<file path="config.mk">
export PLATFORM = sky130hd
export DESIGN_NAME = rmba_queue
export DESIGN_NICKNAME = d
export VERILOG_FILES = /design/src/design/rmba_pkg.sv /design/src/design/rmba_queue.sv
export SDC_FILE = /design/constraint.sdc
export NUM_CORES = 1
export LEC_CHECK = 0
export ABC_AREA = 1
export BUFFER_PORTS_ARGS = -buffer_cell sky130_fd_sc_hd__buf_2
export CAP_MARGIN = 0
export CORE_ASPECT_RATIO = 1.2
export CORE_MARGIN = 8
export CORE_UTILIZATION = 61
export CTS_CLUSTER_SIZE = 30
export DETAILED_ROUTE_END_ITERATION = 8
export PLACE_DENSITY_LB_ADDON = 0.12
export SETUP_SLACK_MARGIN = 0.15
export SLEW_MARGIN = 5
export SYNTH_ARGS = -nofsm -noshare
export SYNTH_HDL_FRONTEND = slang
export SYNTH_SLANG_ARGS = --single-unit
export TNS_END_PERCENT = 30
</file>
<file path="constraint.sdc">
create_clock -name clk -period 6.1 [get_ports clk]
set_input_delay 0.305 -clock clk [delete_from_list [all_inputs] [get_ports clk]]
set_output_delay 0.305 -clock clk [all_outputs]
set_load 0.05 [all_outputs]
</file>
<file path="src/design/rmba_pkg.sv">
// Shared constants, register codes and the tile request type of the mosaic block-average unit.
package rmba_pkg;

  localparam int MAX_WIDTH_DEF = 4096;
  localparam int MAX_TILE_DEF  = 64;
  localparam int MAX_HEIGHT    = 4096;
  localparam int DEFAULT_TILE  = 24;
  localparam int QDEPTH_DEF    = 4;

  localparam int LUMA_W     = 8;
  localparam int COORD_W    = 12;
  localparam int DIM_W      = 7;
  localparam int FRAME_W    = 13;
  localparam int SUM_W      = 22;   // 255 * 127 * 127 fits
  localparam int PROD_W     = 2 * DIM_W;
  localparam int CFG_IDX_W  = 3;
  localparam int CFG_DATA_W = 13;

  typedef enum logic [CFG_IDX_W-1:0] {
    CFG_FRAME_WIDTH  = 3'd0,
    CFG_FRAME_HEIGHT = 3'd1,
    CFG_REGION_LEFT  = 3'd2,
    CFG_REGION_TOP   = 3'd3,
    CFG_REGION_RIGHT = 3'd4,
    CFG_REGION_BOT   = 3'd5,
    CFG_BLOCK_SIZE   = 3'd6
  } cfg_reg_t;

  typedef struct packed {
    logic [COORD_W-1:0] x;
    logic [COORD_W-1:0] y;
    logic [DIM_W-1:0]   w;
    logic [DIM_W-1:0]   h;
    logic [SUM_W-1:0]   sum;
  } tile_req_t;

endpackage

</file>
<file path="src/design/rmba_queue.sv">
// Small register queue of tile requests between front and back end.
module rmba_queue import rmba_pkg::*; #(
  parameter int DEPTH = QDEPTH_DEF
) (
  input  logic                         clk,
  input  logic                         rst_n,
  input  logic                         push,
  input  tile_req_t                    push_data,
  input  logic                         pop,
  output tile_req_t                    pop_data,
  output logic                         empty,
  output logic [$clog2(DEPTH+1)-1:0]   count
);

  localparam int AW = (DEPTH > 1) ? $clog2(DEPTH) : 1;
  localparam int NW = $clog2(DEPTH+1);

  tile_req_t                    slot_r [DEPTH];
  logic [AW-1:0]                wp_r, rp_r;
  logic [NW-1:0]                count_r;

  function automatic logic [AW-1:0] bump(input logic [AW-1:0] p);
    return (int'(p) == DEPTH - 1) ? '0 : p + AW'(1);
  endfunction

  always_ff @(posedge clk) begin
    if (!rst_n) begin
      wp_r    <= '0;
      rp_r    <= '0;
      count_r <= '0;
    end else begin
      if (push) wp_r <= bump(wp_r);
      if (pop)  rp_r <= bump(rp_r);
      if (push && !pop) count_r <= count_r + NW'(1);
      else if (!push && pop) count_r <= count_r - NW'(1);
    end
  end

  always_ff @(posedge clk) begin
    if (push) slot_r[wp_r] <= push_data;
  end

  assign pop_data = slot_r[rp_r];
  assign empty    = (count_r == '0);
  assign count    = count_r;

  a_no_overflow: assert property (@(posedge clk) disable iff (!rst_n)
    push |-> (int'(count_r) < DEPTH) || pop)
    else $error("tile queue overflow");
  a_no_underflow: assert property (@(posedge clk) disable iff (!rst_n)
    pop |-> !empty)
    else $error("tile queue underflow");

endmodule

</file>
After elaboration in Yosys (flattened, before gate mapping)
Memory sizes are Yosys's and may differ from the RTL's. A register that Yosys moved wholly into a read port is not among the register bits.
Index checks and enable logic that the tools add are counted.

operators by class
  equal/unequal tests = 2
  add/sub/neg operators = 4
  muxes and demuxes = 8
  reductions and logical operators = 6

operators by type and width
  kind                   count
  $mux W2                4
  $mux W3                2
  $add A2 B1 Y2 const B  2
  $eq A2 B1 Y1 const B   2
  $add A3 B1 Y3 const B  1
  $logic_not A3 Y1       1
  $sub A3 B1 Y3 const B  1
  $logic_and A1 B1 Y1    2
  $logic_not A1 Y1       2
  $mux W1                2
  $reduce_bool A2 Y1     1

word-level totals
  RAM bits = 240
  output and inout bits = 64
  memories = 1
  flip-flop bits (word level) = 7

memory list
  memory  words  width  read ports  clocked after Yosys merged registers in  write ports  RTL line          source
  slot_r  4      60     1           1                                        1            rmba_queue.sv:18  tile_req_t slot_r [DEPTH];

Longest topological paths before layout
  depth after elaboration = 4
  depth in mapped cells = 10

Worst setup path after synthesis
OpenSTA, ideal clock, no wires.

  kind = reg-to-reg
  from = register wp_r[0]
  to = memory slot_r[3][0] (netlist name), enable pin
  setup time = 0.414 ns
  setup slack = 3.928 ns
  buffers on the path = 0
  clock period less this slack = 2.172 ns
  arrival = 1.758 ns
  stages on the path, launching flop included = 4
  path through = dfxtp_1 ha_1 nand2_1 inv_1

RTL lines
  element                 RTL line          source
  start, declared         rmba_queue.sv:19  logic [AW-1:0] wp_r, rp_r;
  start signal, assigned  rmba_queue.sv:32  if (push) wp_r <= bump(wp_r);
  end, declared           rmba_queue.sv:18

Straight into the memory's write port.

==> results.yml <==
outcome:
  outcome: "finished, final reports clean"
timing:
  fmax_mhz: 306
  hold_violations: 0
  skew_ns: 0.00881
  period_minus_slack_ns: 3.27
  whs_ns: 0.0192
  drv_slew: 0
  slew_headroom_pct: 26.7
  rsz0062_at_grt: "false"
  fin_tns_setup_ns: 0
  worst_pin_slew_ns: 1.10
  fin_crit_sh_pct: 53.6
  setup_viol: 0
layout:
  area_delta_synth_final_pct: 15.4
  design_area_mm2: 0.0110
  final_cell_mix: "240 x edfxtp_1, 127 x buf_2, 108 x nor2_1, 83 x o21ai_0"
  nFillCells: 1040
  stdcell_count: 985
  layout.cells.most_common: "edfxtp_1"
  final_nets: 829
  drive_above_1_share_pct: 27.9
cts:
  cts_sinks: 249
  clock_path_buffers: 3
  insertion_delay_ns: 0.49
  root_buffer: "clkbuf_16"
  tritoncts: "built"
  cts.clk_slew.worst_paths_ns: 0.06
  htreeDepth: 1
  cts-hold-fix-buffers: 0
  cts_setup_buffers: 0
  cts-resized-gates: 0
  cts_buffers: 22
global_route:
  grt_max_degree: 79
  grt_usage_pct: 19.1
  grt_pass1_vias: 5621
  antenna_found_initial: 4
  globalRoute.totalOverflow: 0
  grt_pass1_wl_mm: 29.4
place:
  routabilityCongestion: 0.754
  dpl_cell_area_mm2: 0.0102
  port-buffer-count: 127
  dp_hpwl_mm: 11.1
  placed_cells: 942
synth:
  synth.ff_latch_count: 249
  syn_area_per_cell_um2: 14.9
  synth_area_mm2: 0.00952
  synth_cell_types: 22
  synth_seq_area_share_pct: 77.6
  synth_cells: 638
  syn_nets: 709
  synth_warnings: 0
route:
  drtIter0Drc: 400
  avgRoutedWirePerCell_um: 19.5
  drt_wl_total_mm: 19.2
  viasPerCell: 5.67
  post-route-drc-count: 0
  final_antenna_net_count: 0
  dr.pass1.iters: 5
  route.vias.total: 5586
setup_path:
  crit_chain: "inv_4, buf_4, o21ai_1, o22ai_1, buf_2"
  worst_setup_path_start_kind: "register"
  cp_max_fo: 78
  cp_data_arrival_time_ns: 2.96
  path_delay_family: "buffers and inverters"
  path_buf_inv: 3
  crit_type: "register to output pin"
  critical_path_required_ns: 5.79
  critical_path.max_stage_delay_ns: 0.73
  cp-end-kind: "output pin"
  crit_slowest_cell: "buf_4"
floorplanning:
  ios: 128
  die_x_um: 130
  start_util_pct: 61.6
  row_count: 50
  core_mm2: 0.0155
  dieArea_mm2: 0.0199
  die_h_um: 153
job:
  cap_violations: 0
power_and_ir_drop:
  finalPower_uw: 3950
  ir_worst_vdd_mv: 0.271
  p_leak_uw: 0.00390
  pwr_density_cell_mw_per_mm2: 360
min_path:
  min_path_type: "input port to register"
==> flip-flops by register name, summed over array words and instances, names as in the netlist, named ones only <==
name	cells
count	3
wp_r	2
rp_r	2
slot_r	240
==> per-layer routing <==
| layer | GRT usage (%) | part of all wire [%] | vias to the layer above |
|---|---|---|---|
| met4 | 5.88 | 1.8 | 4 |
| met5 | 0 | 0.089 | - |
| met2 | 32.7 | 51 | 180 |
| met3 | 3.79 | 7.0 | 32 |
| li1 | - | - | 2634 |
| met1 | 23.7 | 40 | 2736 |
==> cell usage after synthesis <==
library cell / number / share of area (%)
a21oi_1: 3 / 0.16
buf_2: 3 / 0.16
buf_6: 9 / 1.1
buf_8: 3 / 0.47
clkbuf_1: 23 / 0.91
dfxtp_1: 9 / 1.9
edfxtp_1: 240 / 76
fa_1: 1 / 0.21
ha_1: 6 / 0.79
inv_1: 15 / 0.59
inv_2: 1 / 0.039
nand2_1: 8 / 0.32
nand3_1: 1 / 0.053
nand4_1: 1 / 0.066
nor2_1: 108 / 4.3
nor2_2: 20 / 1.3
nor3_1: 3 / 0.16
o21ai_0: 83 / 4.4
o21ai_1: 40 / 2.1
o22ai_1: 40 / 2.6
o22ai_2: 20 / 2.6
xor2_1: 1 / 0.092
==> area by class of cell <==
class | count | area (um2) | share of cell area, %
timing repair buffer | 134 | 688 | 6.27
multi-input combinational | 335 | 1820 | 16.6
tap | 208 | 260 | 2.37
inverter | 16 | 62.6 | 0.570
antenna | 3 | 7.51 | 0.0684
clock inverter | 11 | 131 | 1.20
sequential | 249 | 7390 | 67.3
clock buffer | 29 | 618 | 5.63
==> cell families (layout without fill, tap and decap cells) <==
| family | Yosys count | count (layout) | synth area share, % |
|---|---|---|---|
| buf+inv | 54 | 190 | 3.23 |
| other cells | 0 | 3 | 0 |
| compound gates | 186 | 186 | 11.9 |
| flops | 249 | 249 | 77.6 |
| xor+xnor | 1 | 1 | 0.0920 |
| fa+ha+maj | 7 | 7 | 0.999 |
| simple gates | 141 | 141 | 6.17 |
==> worst paths after layout <==
path / startpoint / to / slack, ns / depth (start not counted)
worst max-delay path: register / pop_data[36] / 2.83 / 5
worst min-delay path: push_data[6] / slot_r[2][6] / 0.02 / 1
worst max register to register: wp_r[0] / slot_r[2][16] / 3.94 / 5
worst min register to register: wp_r[1] / wp_r[1] / 0.54 / 2
==> metrics by stage <==
stage                     utilization (%)  setup slack (ns)
after CTS                            71.0              2.81
after global routing                 71.1              2.67
after detailed placement             66.2              3.34
after global placement               66.2              3.42
final                                71.1              2.83
after floorplan                         -              3.93
==> where the power goes <==
part / switching (uW) / internal (uW)
registers: 26.8 / 1950
logic: 438 / 127
clock network: 564 / 841
total: 1030 / 2920
Note: power is estimated with default switching activity, not from simulation.
