$ cat config.mk
export PLATFORM = sky130hd
export DESIGN_NAME = rmba_back
export DESIGN_NICKNAME = d
export VERILOG_FILES = /design/src/design/rmba_pkg.sv /design/src/design/rmba_back.sv
export SDC_FILE = /design/constraint.sdc
export NUM_CORES = 1
export LEC_CHECK = 0
export ABC_AREA = 1
export BUFFER_PORTS_ARGS = -buffer_cell sky130_fd_sc_hd__buf_2
export CORE_ASPECT_RATIO = 1.25
export CORE_MARGIN = 4
export CORE_UTILIZATION = 40
export CTS_BUF_LIST = sky130_fd_sc_hd__clkbuf_8
export DETAILED_ROUTE_END_ITERATION = 10
export GPL_TIMING_DRIVEN = 0
export SETUP_SLACK_MARGIN = 0.4
export SLEW_MARGIN = 25
export SYNTH_ARGS = -nofsm -noshare
export SYNTH_HDL_FRONTEND = slang
export SYNTH_SLANG_ARGS = --single-unit
$ cat constraint.sdc
create_clock -name clk -period 8.7 [get_ports clk]
set_input_delay 1.74 -clock clk [delete_from_list [all_inputs] [get_ports clk]]
set_output_delay 1.74 -clock clk [all_outputs]
set_load 0.01 [all_outputs]
$ cat src/design/rmba_pkg.sv
// Shared constants, register codes and the tile request type of the mosaic block-average unit.
package rmba_pkg;

  localparam int MAX_WIDTH_DEF = 4096;
  localparam int MAX_TILE_DEF  = 64;
  localparam int MAX_HEIGHT    = 4096;
  localparam int DEFAULT_TILE  = 24;
  localparam int QDEPTH_DEF    = 4;

  localparam int LUMA_W     = 8;
  localparam int COORD_W    = 12;
  localparam int DIM_W      = 7;
  localparam int FRAME_W    = 13;
  localparam int SUM_W      = 22;   // 255 * 127 * 127 fits
  localparam int PROD_W     = 2 * DIM_W;
  localparam int CFG_IDX_W  = 3;
  localparam int CFG_DATA_W = 13;

  typedef enum logic [CFG_IDX_W-1:0] {
    CFG_FRAME_WIDTH  = 3'd0,
    CFG_FRAME_HEIGHT = 3'd1,
    CFG_REGION_LEFT  = 3'd2,
    CFG_REGION_TOP   = 3'd3,
    CFG_REGION_RIGHT = 3'd4,
    CFG_REGION_BOT   = 3'd5,
    CFG_BLOCK_SIZE   = 3'd6
  } cfg_reg_t;

  typedef struct packed {
    logic [COORD_W-1:0] x;
    logic [COORD_W-1:0] y;
    logic [DIM_W-1:0]   w;
    logic [DIM_W-1:0]   h;
    logic [SUM_W-1:0]   sum;
  } tile_req_t;

endpackage

$ cat src/design/rmba_back.sv
// Back end: area product, radix-2 mean division with saturation, result register.
module rmba_back import rmba_pkg::*; (
  input  logic                clk,
  input  logic                rst_n,
  input  logic                q_empty,
  input  tile_req_t           q_data,
  output logic                q_pop,
  input  logic                out_pop,
  output logic                out_empty,
  output logic [COORD_W-1:0]  out_tile_x,
  output logic [COORD_W-1:0]  out_tile_y,
  output logic [DIM_W-1:0]    out_tile_w,
  output logic [DIM_W-1:0]    out_tile_h,
  output logic [LUMA_W-1:0]   out_tile_mean
);

  typedef enum logic [4:0] {
    B_IDLE = 5'b00001,
    B_MUL  = 5'b00010,
    B_SAT  = 5'b00100,
    B_DIV  = 5'b01000,
    B_HOLD = 5'b10000
  } back_state_t;

  back_state_t          state_r;
  tile_req_t            tile_r;
  logic [PROD_W-1:0]    div_r;
  logic [PROD_W+6:0]    dsh_r;
  logic [SUM_W-1:0]     rem_r;
  logic [LUMA_W-1:0]    quo_r;
  logic [2:0]           cnt_r;
  logic                 out_valid_r;
  logic                 take_out;

  assign q_pop    = (state_r == B_IDLE) && !q_empty;
  assign take_out = (state_r == B_HOLD) && (!out_valid_r || out_pop);

  always_ff @(posedge clk) begin
    if (!rst_n) begin
      state_r     <= B_IDLE;
      out_valid_r <= 1'b0;
    end else begin
      case (state_r)
        B_IDLE: if (!q_empty) state_r <= B_MUL;
        B_MUL:  state_r <= B_SAT;
        B_SAT:  state_r <= (tile_r.sum >= {div_r, 8'd0}) ? B_HOLD : B_DIV;
        B_DIV:  if (cnt_r == '0) state_r <= B_HOLD;
        B_HOLD: if (take_out) state_r <= B_IDLE;
        default: state_r <= B_IDLE;
      endcase
      if (take_out) out_valid_r <= 1'b1;
      else if (out_pop) out_valid_r <= 1'b0;
    end
  end

  always_ff @(posedge clk) begin
    case (state_r)
      B_IDLE: if (!q_empty) tile_r <= q_data;
      B_MUL:  div_r <= {7'd0, tile_r.w} * {7'd0, tile_r.h};
      B_SAT: begin
        rem_r <= tile_r.sum;
        dsh_r <= {div_r, 7'd0};
        cnt_r <= 3'd7;
        quo_r <= (tile_r.sum >= {div_r, 8'd0}) ? 8'hFF : 8'd0;
      end
      B_DIV: begin
        if (rem_r >= SUM_W'(dsh_r)) begin
          rem_r <= rem_r - SUM_W'(dsh_r);
          quo_r <= {quo_r[LUMA_W-2:0], 1'b1};
        end else begin
          quo_r <= {quo_r[LUMA_W-2:0], 1'b0};
        end
        dsh_r <= dsh_r >> 1;
        cnt_r <= cnt_r - 3'd1;
      end
      B_HOLD: begin
        if (take_out) begin
          out_tile_x    <= tile_r.x;
          out_tile_y    <= tile_r.y;
          out_tile_w    <= tile_r.w;
          out_tile_h    <= tile_r.h;
          out_tile_mean <= quo_r;
        end
      end
      default: ;
    endcase
  end

  assign out_empty = !out_valid_r;

  a_div_bound: assert property (@(posedge clk) disable iff (!rst_n)
    (state_r == B_DIV) |-> (rem_r < {dsh_r, 1'b0}))
    else $error("partial remainder out of range");

endmodule

Word-level counts from Yosys, hierarchy flattened:

Cells that the tools add are included.

* output and inout bits: 48
* logic and storage cells: 58
* bits in registers: 180
* bits of input ports: 64

* equal/unequal tests: 9
* mux-type cells: 14
* multipliers: 1
* $add $sub $neg: 2
* reductions and logical operators: 12
* bitwise logic cells: 1
* magnitude comparators: 2

Operators with widths (count)
* $pmux W22 S2: 1
* $pmux W21 S2: 1
* $pmux W5 S5: 1
* $ge A22 B21 Y1: 1
* $ge A22 B22 Y1: 1
* $mux W22: 1
* $sub A22 B21 Y22: 1
* $mux W5: 4
* $pmux W8 S2: 1
* $mul A7 B7 Y14: 1
* $mux W8: 1
* $ne A2 B2 Y1 const B: 4
* $pmux W3 S2: 1
* $reduce_and A2 Y1: 3
* $eq A5 B1 Y1 const B: 1
* $eq A5 B2 Y1 const B: 1
* $eq A5 B3 Y1 const B: 1
* $eq A5 B4 Y1 const B: 1
* $eq A5 B5 Y1 const B: 1
* $reduce_bool A2 Y1: 2
* $logic_not A3 Y1: 1
* $mux W1: 3
* $reduce_and A3 Y1: 1
* $sub A3 B1 Y3 const B: 1
* 4 further kinds: 6

Depth between registers and ports, before layout:

* word-level depth: 5
* mapped depth: 18
* gate-level depth less buffers: 18

Least setup slack after synthesis:

OpenSTA, ideal clock, no wires.

* kind: input-to-output
* start: in q_empty
* end: out q_pop
* arrival: 4.366 ns
* cell stages on the path: 1
* buffers on the path: 0
* data required time: 6.960 ns
* slack: 2.594 ns
* cell sequence: nor2_1

* longest elaborated chain between the ends: 2

RTL lines
* start, declared: RTL line rmba_back.sv:5 `input logic q_empty,`
* $logic_not A1 Y1
* $logic_and A1 B1 Y1: RTL line rmba_back.sv:35 `assign q_pop = (state_r == B_IDLE) && !q_empty;`
* end, declared: RTL line rmba_back.sv:7 `output logic q_pop,`

No other way between the ends.

Final worst setup path:

Same ends and word-level chain as after synthesis.

==> metrics.cfg <==
[status]
run_status=finished, final reports clean

[pwr]
power.internal_uw=1540
clkPwrFrac_pct=26.6
power.switching_uw=725
pwr-share-comb_pct=26.2
ir_drop_uv=120
power.total_uw=2260
p_leak_uw=0.00533
pwr-share-seq_pct=47.2
switching_share_pct=32.0
power_density_mw_per_mm2=201

[yosys]
synth_top_area_cell=edfxtp_1
synth_nets=1140
ys_types=36
yosysWarnings=0
syn_area_mm2=0.00977
synth_top_area_share_pct=53.5
synth.avg_cell_area_um2=9.94
ys_ff_latch=180
postSynthCellCount=982
synth_area_leaders=edfxtp_1, nand2_1, ha_1, inv_1, fa_1
ys_seq_area_share_pct=54.7

[clock_network]
root_buffer=clkbuf_8
cts_made_buffers=17
hold_buffers=0
post_cts_buffers=0
postCtsResizedCells=0
clock_path_buffers=2
clk_latency_ns=0.46
cts.clk_slew.worst_paths_ns=0.10
cts_tree=built
clock_sinks=180
htreeDepth=4

[cells_and_area]
fin_nets=1276
finalNonFillerCells=1456
drive_gt1_share_pct=16.0
final_common_cell=nand2_1
area_growth_syn_to_layout_pct=15.6
final_cell_mix=nand2_1, inv_1, edfxtp_1, buf_2, ha_1
n_antenna_cell=0

[sta]
fin_setup_tns_ns=0
period_minus_slack_ns=4.62
report.final.slew_viol_count=0
setup_violations=0
finalCritPeriodShare_pct=53.1
finalHoldViolCount=0
rsz0062_at_grt=no
hold_slack_ns=0.425
max_clock_freq_mhz=216
fin_ws_ns=4.08
finClkSkew_ns=0.0143
slew_headroom_pct=48.2
worst_pin_slew_ns=0.776

[floorplan]
die_x_um=148
rows=63
die_y_um=183
ios=112
core_mm2=0.0239
dieArea_mm2=0.0270
start_util_pct=40.9

[critical_path]
path_depth=4
crit_path_start=q_empty
path_cells=buf_2 -> nor2_4 -> buf_12 -> buf_2
max_stage_delay_ns=0.58
ff2ff_setup_slack_ns=4.28
crit_required_ns=6.96
crit_type=in -> out
cp_top_family=simple AND/OR/NAND/NOR gates
r2r_end=div_r[13]
cp.arrival_ns=2.88
setup.worst_path.start_class=input pin
worst_setup_path_end_kind=primary output
worst-path-buf-inv=3
crit_fanout=27
slowest_stage=nor2_4
r2r_cells=16
cp_common_cell=buf_2
worstReg2RegStart=tile_r[32]
endpoint=q_pop

[global_route]
antenna_found_initial=0
grt_pass1_vias=7049
grt_max_degree=33
track_usage_pct=16.5
grt_pass1_wl_um=34800
grt_overflow=0

[placed_design]
post-place-ws_ns=4.04
gp_congestion=0.872
place_inst=1424
port_buffers=111
dp_hpwl_um=17000

[drt]
totalWireLength_um=21400
avgViaCountPerCell=4.69
dr.first_iter.drc_count=353
wire_per_inst_um=14.7
dr.pass1.iters=5
vias=6829
drcViolationCount=0
ant_nets=0

[run]
max_cap_viol_count=0

[worst_hold_path]
min_path_type=reg -> reg

[layer usage]
layer / global-route usage (%) / wire length [um] / up-vias
li1: - / - / 3467
met1: 18.1 / 8400 / 3205
met2: 31.3 / 11800 / 122
met3: 3.35 / 715 / 35
met4: 5.89 / 522 / 0
met5: 0 / 0 / -
[flip-flops by register name, indices dropped and copies added (netlist names), 5 cells and up]
name	cells
out_tile_x	12
state_r	5
out_tile_h	7
tile_r	60
quo_r	8
out_tile_y	12
rem_r	22
dsh_r	21
out_tile_w	7
out_tile_mean	8
div_r	14
[cells in the mapped netlist (all sizes together)]
| cell | n |
|---|---|
| nand2 | 295 |
| inv | 180 |
| edfxtp | 174 |
| ha | 69 |
| nor2 | 65 |
| nand3 | 43 |
| o21ai | 31 |
| a21oi | 29 |
| fa | 25 |
| nand4 | 12 |
| nand3b | 11 |
| xor2 | 9 |
| buf | 6 |
| dfxtp | 6 |
| or2 | 6 |
| xnor2 | 5 |
| nor3 | 4 |
| clkbuf | 3 |
| o21bai | 2 |
| a211oi | 1 |
| a21o | 1 |
| and2 | 1 |
| nor4 | 1 |
| o211ai | 1 |
| o21a | 1 |
| or3 | 1 |
[logic make-up (layout without fill, tap and decap cells)]
family                   after synthesis  after routing  synth area share [%]
AO/OA/AOI/OAI                         66             66                  3.69
XOR/XNOR                              14             14                  1.26
adder cells (fa/ha/maj)               94             94                  14.0
buffers and inverters                189            338                  7.34
flip-flops                           180            180                  54.7
AND/OR/NAND/NOR                      439            439                  19.0
[worst min-delay path by stage]
stage,from,slack (ns),to,cells after the start
after floorplan,quo_r[7],0.40,out_tile_mean[7],0
after global placement,tile_r[54],0.40,out_tile_x[6],0
after detailed placement,tile_r[59],0.40,out_tile_x[11],0
after CTS,tile_r[49],0.43,out_tile_x[1],0
after global routing,tile_r[43],0.44,out_tile_y[7],0
final,tile_r[43],0.43,out_tile_y[7],0
[power by group through the flow]
| stage | Combinational [uW] | Sequential [uW] | Clock, uW |
|---|---|---|---|
| finish | 593 | 1070 | 603 |
| global route | 681 | 1080 | 664 |
| detailed placement | 595 | 1090 | 0 |
| global placement | 576 | 1100 | 0 |
| CTS | 601 | 1070 | 620 |
| floorplan | 425 | 1080 | 0 |
[layout make-up]
| cell class | instances | area (um^2) |
|---|---|---|
| plain buffers | 9 | 41.3 |
| clock buffers | 17 | 234 |
| clock inverters | 15 | 190 |
| fillers | 2262 | 12600 |
| inverters | 180 | 676 |
| multi-input cells | 613 | 3730 |
| flip-flops and latches | 180 | 5350 |
| well taps | 325 | 407 |
| repair buffers | 117 | 668 |
[through the flow]
step	util, %	cell area [um^2]
floorplan	-	9770
global placement	44.9	10700
detailed placement	45.5	10900
CTS	47.3	11300
global route	47.3	11300
finish	47.3	11300
Note: power is estimated with default switching activity, not from simulation.
